### src/sv/luhn_pkg.sv
// ----------------------------------------------------------------------------
// luhn_pkg - shared types and constants for the card number check
// Widths of the card number, its decimal form, state and brand codes.
// ----------------------------------------------------------------------------
`default_nettype none

package luhn_pkg;

  localparam int NUM_W   = 54;           // binary card number width
  localparam int NDIG    = 17;           // decimal digits that 54 bits can need
  localparam int BCD_W   = 4 * NDIG;     // packed BCD width
  localparam int STEP_W  = 6;            // step counter width (holds NUM_W - 1)
  localparam int CNT_W   = 5;            // digit count width

  localparam logic [STEP_W-1:0] CONV_LAST  = STEP_W'(NUM_W - 1);
  localparam logic [STEP_W-1:0] DIGIT_LAST = STEP_W'(NDIG - 1);

  localparam logic [CNT_W-1:0] MIN_LEN   = CNT_W'(13);
  localparam logic [CNT_W-1:0] MAX_LEN   = CNT_W'(16);
  localparam logic [CNT_W-1:0] PAIR3_LEN = CNT_W'(15);
  localparam logic [CNT_W-1:0] MAX_CNT   = CNT_W'(NDIG);

  typedef enum logic [2:0] {
    ST_IDLE  = 3'b001,
    ST_CONV  = 3'b010,
    ST_DIGIT = 3'b100
  } state_t;

  typedef enum logic [2:0] {
    BRAND_NONE  = 3'd0,   // length or checksum failed
    BRAND_PAIR3 = 3'd1,   // fifteen digits, leading pair 34..37
    BRAND_PAIR5 = 3'd2,   // leading pair 51..55
    BRAND_LEAD4 = 3'd3,   // leading digit 4
    BRAND_OTHER = 3'd4    // any other prefix
  } brand_t;

endpackage

`default_nettype wire

### src/sv/card_number_luhn_check.sv
// ----------------------------------------------------------------------------
// card_number_luhn_check - digit-serial Luhn mod-10 card number check
// Bit-serial binary to BCD conversion, then one decimal digit per cycle (the last
// can stall on the output) for the digit count, the Luhn sum and the brand prefix.
// ----------------------------------------------------------------------------
//
//  channel | direction | handshake              | payload
//  --------+-----------+------------------------+---------------------------------
//  in      | input     | in_valid / in_ready    | card_number
//  out     | output    | out_valid / out_ready  | length_ok, digit_count,
//          |           |                        | checksum_ok, brand_code
//
//  Sequence: after the input transfer come the 54 shift/add-3 steps of the BCD
//    converter, then the 17 steps of the digit pass; out_valid rises after the
//    last digit step. The next input can transfer once the block is back in idle.
//  Only one item is in flight; in_ready is high while the block is idle, which
//    includes the time a finished result waits in the output register.
//  Stalls: if the previous result is still untaken when the digit pass ends,
//    the last step holds until out_ready frees the output register.
//  Reset: rst (synchronous) returns to idle and drops out_valid; in_ready is
//    low while rst is high.
// ----------------------------------------------------------------------------
`default_nettype none

module card_number_luhn_check (
  input  wire logic                     clk,
  input  wire logic                     rst,
  input  wire logic                     in_valid,
  output logic                          in_ready,
  input  wire logic [luhn_pkg::NUM_W-1:0] card_number,
  output logic                          out_valid,
  input  wire logic                     out_ready,
  output logic                          length_ok,
  output logic [4:0]                    digit_count,
  output logic                          checksum_ok,
  output logic [2:0]                    brand_code
);

  luhn_pkg::state_t               state;
  logic [luhn_pkg::STEP_W-1:0]    step;
  logic [luhn_pkg::NUM_W-1:0]     bin;   // binary shift register, MSB first out
  logic [luhn_pkg::BCD_W-1:0]     bcd;   // BCD accumulator, then digit shifter
  logic [luhn_pkg::BCD_W-1:0]     bcd_adj;

  // running digit-pass results
  logic [3:0]                     sum;   // Luhn sum modulo ten
  logic [luhn_pkg::CNT_W-1:0]     count; // digits up to the highest nonzero one
  logic [3:0]                     lead;  // highest nonzero digit so far
  logic [3:0]                     low;   // digit just below lead
  logic [3:0]                     prev;  // digit of the previous step

  logic [3:0]                     sum_next;
  logic [luhn_pkg::CNT_W-1:0]     count_next;
  logic [3:0]                     lead_next;
  logic [3:0]                     low_next;

  logic [3:0]                     dig;
  logic [4:0]                     dbl;
  logic [3:0]                     weighted;
  logic [4:0]                     sum_raw;
  logic                           last_digit;
  logic                           out_free;
  logic                           finish;

  logic                           len_ok_w;
  logic                           luhn_ok_w;
  luhn_pkg::brand_t               brand_w;

  assign in_ready   = (state == luhn_pkg::ST_IDLE) && !rst;
  assign out_free   = !out_valid || out_ready;
  assign last_digit = (state == luhn_pkg::ST_DIGIT) && (step == luhn_pkg::DIGIT_LAST);
  assign finish     = last_digit && out_free;

  // double dabble: add 3 to every BCD digit of 5 or more before the shift
  always_comb begin
    for (int i = 0; i < luhn_pkg::NDIG; i++) begin
      if (bcd[4*i +: 4] >= 4'd5) begin
        bcd_adj[4*i +: 4] = bcd[4*i +: 4] + 4'd3;
      end else begin
        bcd_adj[4*i +: 4] = bcd[4*i +: 4];
      end
    end
  end

  // one decimal digit per cycle unless the last one stalls, least significant first
  always_comb begin
    dig = bcd[3:0];
    dbl = {dig, 1'b0};
    if (step[0]) begin
      // odd places from the right are doubled; above 9 take the digit sum
      weighted = (dbl > 5'd9) ? 4'(dbl - 5'd9) : dbl[3:0];
    end else begin
      weighted = dig;
    end
    sum_raw  = {1'b0, sum} + {1'b0, weighted};
    sum_next = (sum_raw >= 5'd10) ? 4'(sum_raw - 5'd10) : sum_raw[3:0];

    count_next = count;
    lead_next  = lead;
    low_next   = low;
    if (dig != 4'd0) begin
      count_next = luhn_pkg::CNT_W'(step) + luhn_pkg::CNT_W'(1);
      lead_next  = dig;
      low_next   = (step == '0) ? 4'd0 : prev;
    end
  end

  // final flags from the values the last digit step produces
  always_comb begin
    len_ok_w  = (count_next >= luhn_pkg::MIN_LEN) && (count_next <= luhn_pkg::MAX_LEN);
    luhn_ok_w = (sum_next == 4'd0);
    brand_w   = luhn_pkg::BRAND_NONE;
    if (len_ok_w && luhn_ok_w) begin
      if ((count_next == luhn_pkg::PAIR3_LEN) && (lead_next == 4'd3) &&
          (low_next >= 4'd4) && (low_next <= 4'd7)) begin
        brand_w = luhn_pkg::BRAND_PAIR3;
      end else if ((lead_next == 4'd5) && (low_next >= 4'd1) && (low_next <= 4'd5)) begin
        brand_w = luhn_pkg::BRAND_PAIR5;
      end else if (lead_next == 4'd4) begin
        brand_w = luhn_pkg::BRAND_LEAD4;
      end else begin
        brand_w = luhn_pkg::BRAND_OTHER;
      end
    end
  end

  // control
  always_ff @(posedge clk) begin
    if (rst) begin
      state     <= luhn_pkg::ST_IDLE;
      step      <= '0;
      out_valid <= 1'b0;
    end else begin
      if (finish) begin
        out_valid <= 1'b1;
      end else if (out_ready) begin
        out_valid <= 1'b0;
      end

      unique case (state)
        luhn_pkg::ST_IDLE: begin
          if (in_valid) begin
            state <= luhn_pkg::ST_CONV;
            step  <= '0;
          end
        end
        luhn_pkg::ST_CONV: begin
          if (step == luhn_pkg::CONV_LAST) begin
            state <= luhn_pkg::ST_DIGIT;
            step  <= '0;
          end else begin
            step <= step + luhn_pkg::STEP_W'(1);
          end
        end
        luhn_pkg::ST_DIGIT: begin
          if (finish) begin
            state <= luhn_pkg::ST_IDLE;
            step  <= '0;
          end else if (!last_digit) begin
            step <= step + luhn_pkg::STEP_W'(1);
          end
        end
        default: begin
          state <= luhn_pkg::ST_IDLE;
          step  <= '0;
        end
      endcase
    end
  end

  // datapath
  always_ff @(posedge clk) begin
    if (in_valid && in_ready) begin
      bin <= card_number;
      bcd <= '0;
    end else if (state == luhn_pkg::ST_CONV) begin
      {bcd, bin} <= {bcd_adj[luhn_pkg::BCD_W-2:0], bin, 1'b0};
    end else if ((state == luhn_pkg::ST_DIGIT) && !last_digit) begin
      bcd <= {4'd0, bcd[luhn_pkg::BCD_W-1:4]};
    end

    if (state == luhn_pkg::ST_CONV) begin
      // digit pass starts clean: zero input reads as the single digit 0
      sum   <= 4'd0;
      count <= luhn_pkg::CNT_W'(1);
      lead  <= 4'd0;
      low   <= 4'd0;
      prev  <= 4'd0;
    end else if ((state == luhn_pkg::ST_DIGIT) && !last_digit) begin
      sum   <= sum_next;
      count <= count_next;
      lead  <= lead_next;
      low   <= low_next;
      prev  <= dig;
    end

    if (finish) begin
      length_ok   <= len_ok_w;
      digit_count <= count_next;
      checksum_ok <= luhn_ok_w;
      brand_code  <= brand_w;
    end
  end

`ifndef SYNTH
  a_start_conv: assert property (@(posedge clk) disable iff (rst)
    (in_valid && in_ready) |=> (state == luhn_pkg::ST_CONV) && (step == '0))
    else $error("transfer in did not start the conversion");

  a_brand_needs_pass: assert property (@(posedge clk) disable iff (rst)
    (out_valid && (brand_code != luhn_pkg::BRAND_NONE)) |-> (length_ok && checksum_ok))
    else $error("brand code given on a failed check");

  a_count_range: assert property (@(posedge clk) disable iff (rst)
    out_valid |-> ((digit_count != '0) && (digit_count <= luhn_pkg::MAX_CNT)))
    else $error("digit count out of range");

  a_len_flag: assert property (@(posedge clk) disable iff (rst)
    out_valid |-> (length_ok == ((digit_count >= luhn_pkg::MIN_LEN) &&
                                 (digit_count <= luhn_pkg::MAX_LEN))))
    else $error("length flag disagrees with digit count");

  a_no_overrun: assert property (@(posedge clk) disable iff (rst)
    (out_valid && !out_ready && last_digit) |=> (state == luhn_pkg::ST_DIGIT))
    else $error("result finished over an untaken one");
`endif

endmodule

`default_nettype wire
### config.mk
export PLATFORM = sky130hd
export DESIGN_NAME = card_number_luhn_check
export DESIGN_NICKNAME = d
export VERILOG_FILES = /design/src/sv/luhn_pkg.sv /design/src/sv/card_number_luhn_check.sv
export SDC_FILE = /design/constraint.sdc
export NUM_CORES = 1
export LEC_CHECK = 0
export ABC_CLOCK_PERIOD_IN_PS = 6200
export BUFFER_PORTS_ARGS = -buffer_cell sky130_fd_sc_hd__buf_2
export CORE_ASPECT_RATIO = 0.6
export CORE_UTILIZATION = 50
export CTS_BUF_LIST = sky130_fd_sc_hd__clkbuf_4
export CTS_CLUSTER_SIZE = 28
export DETAILED_ROUTE_END_ITERATION = 10
export PLACE_DENSITY = 0.67
export RECOVER_POWER = 100
export SLEW_MARGIN = 25
export SYNTH_ARGS = -nofsm -noshare
export SYNTH_HDL_FRONTEND = slang
export SYNTH_SLANG_ARGS = --single-unit
### constraint.sdc
create_clock -name clk -period 6.2 [get_ports clk]
set_input_delay 0 -clock clk [delete_from_list [all_inputs] [get_ports clk]]
set_output_delay 0 -clock clk [all_outputs]
set_load 0.01 [all_outputs]
# [Yosys cells after proc, flatten, opt, wreduce, memory -nomap -nowiden]
# Index checks and enable logic that the tools add are counted.
[word_totals] output_inout_bits=12 memories=0 wordCells=145 reg_bits=163 input_bits=58 latch_bits=0 ramBits=0 romBits=0
[op_classes] bitwise_logic=1 multipliers=0 mux=42 div_mod_pow=0 n_addsub=22 n_reduce_logical=26 shifts=0 n_eq_ne=13 n_lt_le_gt_ge=25
[op_table] cell="$mux 68" n=2
[op_table] cell="$mux 54" n=2
[op_table] cell="$mux 4" n=22
[op_table] cell="$ge 4x3->1 const B" n=18
[op_table] cell="$add 4x2->4 const B" n=16
[op_table] cell="$mux 6" n=4
[op_table] cell="$pmux 6 s3" n=1
[op_table] cell="$mux 3" n=5
[op_table] cell="$logic_and 1x1->1" n=12
[op_table] cell="$ge 5x4->1 const B" n=2
[op_table] cell="$pmux 3 s3" n=1
[op_table] cell="$eq 4x3->1 const B" n=2
[op_table] cell="$le 4x3->1 const B" n=2
[op_table] cell="$sub 4x4->4 const B" n=2
[op_table] cell="$add 6x1->6 const B" n=1
[op_table] cell="$eq 6x5->1 const B" n=1
[op_table] cell="$eq 6x6->1 const B" n=1
[op_table] cell="$logic_not 6->1" n=1
[op_table] cell="$ne 2x2->1 const B" n=3
[op_table] cell="$reduce_bool 2->1" n=3
[op_table] cell="$add 4x4->5" n=1
[op_table] cell="$add 5x1->5 const B" n=1
[op_table] cell="$eq 5x4->1 const B" n=1
[op_table] cell="$gt 5x4->1 const B" n=1
[op_table] cell="20 further kinds" n=24

# [Logic depth before layout (Yosys ltp)]
[logic_depth] word_depth=10 ltp_mapped=18 ltp_nobuf=16

# [Worst setup path after synthesis]
# Ideal clock, no wire load.
[synth_timing] path_kind="flip-flop to flip-flop" startpoint="register bcd[0] (netlist bit)" endpoint="register brand_code[0] (data pin)" synth_period_minus_slack_ns=3.546 t_required_ns=5.945 setup_ns=0.255 arrival_ns=3.291 stages_incl_launch_ff=18 n_path_buf=2 slack_ns=2.654 cell_sequence="dfxtp_1 clkbuf_1 inv_1 ha_1 buf_6 nor2b_1 nor2_1 a21oi_1 ha_1 inv_1 fa_1 xor2_1 ha_1 a21boi_1 o211a_1 o211a_1 o211a_1 and3_1"
[synth_via] elab_chain_len=8 word_cells_on_any_way=33 cone_classes="3 x add/sub; 8 x order compare; 4 x eq/ne; 9 x mux; 9 x reduce/logical"
[synth_rtl] item="start, declared" line_no="card_number_luhn_check.sv:42" rtl="logic [luhn_pkg::BCD_W-1:0] bcd;"
[synth_rtl] item="start signal, assigned" line_no="card_number_luhn_check.sv:177" rtl="{bcd, bin} <= {bcd_adj[luhn_pkg::BCD_W-2:0], bin, 1'b0};"
[synth_rtl] item="start signal, assigned" line_no="card_number_luhn_check.sv:179" rtl="bcd <= {4'd0, bcd[luhn_pkg::BCD_W-1:4]};"
[synth_rtl] item="$sub 4x4->4 or $gt 5x4->1 (tied branches)" line_no="card_number_luhn_check.sv:91" rtl="weighted = (dbl > 5'd9) ? 4'(dbl - 5'd9) : dbl[3:0];"
[synth_rtl] item="$mux 4" line_no="card_number_luhn_check.sv:91"
[synth_rtl] item="$mux 4 *" line_no="card_number_luhn_check.sv:89" rtl="if (step[0]) begin"
[synth_rtl] item="$add 4x4->5 *" line_no="card_number_luhn_check.sv:95" rtl="sum_raw = {1'b0, sum} + {1'b0, weighted};"
[synth_rtl] item="$sub 4x4->4 or $ge 5x4->1 (tied branches)" line_no="card_number_luhn_check.sv:96" rtl="sum_next = (sum_raw >= 5'd10) ? 4'(sum_raw - 5'd10) : sum_raw[3:0];"
[synth_rtl] item="$mux 4 *" line_no="card_number_luhn_check.sv:96"
[synth_rtl] item="$logic_not 4->1 *" line_no="card_number_luhn_check.sv:111" rtl="luhn_ok_w = (sum_next == 4'd0);"
[synth_rtl] item="via luhn_ok_w" line_no="card_number_luhn_check.sv:66" rtl="logic luhn_ok_w;"
[synth_rtl] item="$logic_and 1x1->1 *" line_no="card_number_luhn_check.sv:113" rtl="if (len_ok_w && luhn_ok_w) begin"
[synth_rtl] item="end signal, assigned" line_no="card_number_luhn_check.sv:201" rtl="brand_code <= brand_w;"
[synth_rtl] item="end, declared" line_no="card_number_luhn_check.sv:36" rtl="output logic [2:0] brand_code"
# Mark *: on every way through the listed nets, which the timed path passes. The rest lies on a longest branch.
# A chain may end at the register's enable or synchronous reset.

# [Worst setup path in the final report]
[layout_timing] startpoint="register step[0] (netlist bit)" endpoint="register bcd[18] (netlist bit)"
[layout_via] elab_chain_len=5
[layout_rtl] item="start, declared" line_no="card_number_luhn_check.sv:40" rtl="logic [luhn_pkg::STEP_W-1:0] step;"
[layout_rtl] item="start signal, assigned" line_no="card_number_luhn_check.sv:152" rtl="step <= step + luhn_pkg::STEP_W'(1);"
[layout_rtl] item="start signal, assigned" line_no="card_number_luhn_check.sv:160" rtl="step <= step + luhn_pkg::STEP_W'(1);"
[layout_rtl] item="$eq 6x5->1" line_no="card_number_luhn_check.sv:71" rtl="assign last_digit = (state == luhn_pkg::ST_DIGIT) && (step == luhn_pkg::DIGIT_LAST);"
[layout_rtl] item="$logic_and 1x1->1" line_no="card_number_luhn_check.sv:71"
[layout_rtl] item="$logic_not 1->1" line_no="card_number_luhn_check.sv:178" rtl="end else if ((state == luhn_pkg::ST_DIGIT) && !last_digit) begin"
[layout_rtl] item="$logic_and 1x1->1" line_no="card_number_luhn_check.sv:178"
[layout_rtl] item="$reduce_bool 2->1 (no source line)"
# No other way between the ends.

==> metrics.txt <==
Post-DP HPWL=12700 um; pre-CTS worst setup slack=2.42 ns; pwr dens=279 mW/mm2; Routed met2 length=7850 um; reported max-cap violation count=4; Yosys warning count=0; share of cells above drive strength 1=9.02%; data required time at the worst endpoint=6.64 ns; TritonCTS clock tree=yes; All-Layer GR Usage=22.7%; final critical-path setup slack=1.57 ns; switching share of power=35.7%; Die Ht=105 um; number of buffers inserted by port buffering=69; setup TNS after final layout=0 ns; power spent charging and discharging nets=1.00 mW; final worst-path cycle share=74.7%; run status=complete, but fails checks; library cells used by synthesis=58; met1 WL=11000 um; final count of negative-setup-slack endpoints=0; Vias=7455; worst supply voltage drop on vdd=147 uV; total I/O pin count=70; Worst-Margin Slew=3.07 ns; Site Rows=37; vias in the first global route=6828; f_max=216 MHz; count of cells resized by post-cts repair=0; number of DRC violations after detailed-routing iteration 0=544; Final Core Density=58.6%; violated checks=capacitance limit, slew limit; share of synthesized flip-flops with an asynchronous set or reset=0%; number of instances in the synthesized netlist=1041; register area share after synthesis=44.4%; commonest non-fill, non-tap cell in the layout=nand2_1; area enclosed by the die boundary=0.0181 mm2; number of remaining DRC errors=0; setup slack of the worst register-to-register path=1.57 ns; uppermost layer routed=met4; met3 layer wire length in the routed design=1150 um; number of flops mapped to enable cells by yosys=64; share of power burned in the clock network=23.4%; first-pass GRT wire length=33700 um; fin crit period=4.63 ns; Area Growth Syn to Fin=14.4%; Initial Utilization=51.2%; setup skew after layout=0.0323 ns; Placeable Area=0.0172 mm2; Max Buffers Root-to-Sink=2; grt total ovfl=0; CP endpoint kind=flop; x dimension of the die=173 um; number of antenna violations at the first check in global routing=0; Final Wtd Congestion=0.855; fraction of power consumed by combinational cells=27.1%; clock input transition at the sequential cells of the worst setup and hold paths=0.18 ns; Num CTS Buffers=17; cell at the root of the clock tree=clkbuf_4; type of the setup path with the least slack=reg2reg; ant diodes=0; Avg WL per Cell=14.6 um; Routed Wire Length=20100 um; Num Clock Sinks=163; unrepaired setup endpoints after global routing=no; static leakage=3.90 nW; launching element type of the critical path=flop; remaining number of nets flagged by the antenna check after routing=0; Post-Synthesis Net Count=1142; relative slew slack=-105%; worst-path maximum fanout=74; Via-to-Cell Ratio=5.42; commonest cells after routing, fill and taps aside=nand2_1 (238), dfxtp_1 (99), nor2_1 (96); first-pass iteration count of the detailed router=5; Hold Vio Cnt, Final=0; number of pins exceeding their max-slew limit in the final report=217; pin count of the biggest net entering global routing=88; average instance area after synthesis=8.45 um2; Crit path arrival time=5.07 ns; design internal power=1.81 mW; mapped cell area=0.00879 mm2; #FFs+latches synth=163; Clock Latency Late Sink=0.56 ns; sequential share of power=49.4%; leading register cell type out of synthesis=dfxtp_1; type of the worst min-delay path=in2reg; number of nets in the layout=1230; count of H-tree levels built during CTS=4
## what timing repair did
| item | 4_1_cts | 5_1_grt |
|---|---|---|
| buffers inserted | 0 | 0 |
| endpoints found under the hold margin | 64 | 0 |
| hold buffers | 57 | 0 |
## cells in the mapped netlist (31+ instances only)
| cell type | n | area [um2] |
|---|---|---|
| ha_1 | 42 | 526 |
| a211oi_1 | 31 | 233 |
| edfxtp_1 | 64 | 1920 |
| nand2_1 | 239 | 897 |
| clkbuf_1 | 36 | 135 |
| inv_1 | 43 | 161 |
| nor2_1 | 96 | 360 |
| o21ai_0 | 60 | 300 |
| dfxtp_1 | 99 | 1980 |
| a21oi_1 | 66 | 330 |
## final cells by class
cell class | count | area (um2)
clock inverters | 15 | 169
multi-input cells | 771 | 4470
flip-flops and latches | 163 | 3900
fillers | 1539 | 7110
repair buffers | 133 | 942
well taps | 234 | 293
inverters | 43 | 161
clock buffers | 17 | 128
## worst paths after layout
path,from,to,cells after the start
setup reg to reg,step[0],bcd[18],8
hold / removal,card_number[32],bin[32],4
setup / recovery,step[0],bcd[18],8
hold reg to reg,lead[0],lead[0],2
## worst max-delay path: stages, from the launching register on
cell,delay (ns)
dfxtp_1,0.53
inv_1,0.24
ha_1,0.20
or3b_1,0.43
o21ai_4,0.14
clkbuf_1,2.16
nand2_1,0.41
o22ai_1,0.31
nor2_1,0.05
## power by group through the flow
stage / combinational (mW) / clock, mW / sequential, mW
floorplan: 0.617 / 0 / 1.36
global placement: 0.721 / 0 / 1.40
detailed placement: 0.732 / 0 / 1.41
CTS: 0.765 / 0.671 / 1.38
global route: 0.875 / 0.710 / 1.41
finish: 0.762 / 0.658 / 1.39
## routing by layer
layer | global-route usage [%] | vias up
li1 | - | 3836
met1 | 36.5 | 3422
met2 | 31.6 | 182
met3 | 2.69 | 15
met4 | 5.50 | 0
met5 | 0 | -
## cell families after synthesis
family | synth area share [%]
simple gates | 22.8
compound gates | 18.8
flops | 44.4
buf+inv | 5.04
fa+ha+maj | 6.20
xor+xnor | 2.29
mux | 0.469
## flip-flops by register name (all words and copies together), names as in the netlist, 3 cells and up
| register | count |
|---|---|
| lead | 4 |
| count | 5 |
| bin | 54 |
| digit_count | 5 |
| sum | 4 |
| brand_code | 3 |
| step | 6 |
| state | 3 |
| bcd | 68 |
| prev | 4 |
| low | 4 |
## through the flow
step	total power [mW]	instances	hold WS (ns)	instance area, um2
after floorplan	1.97	1041	0.0447	8790
after global placement	2.13	1287	0.259	9250
after detailed placement	2.14	1287	0.262	9250
after CTS	2.82	1376	0.186	10100
after global routing	3.00	1376	0.220	10100
final	2.81	1376	0.214	10100
Power figures use the tool's default switching activity.
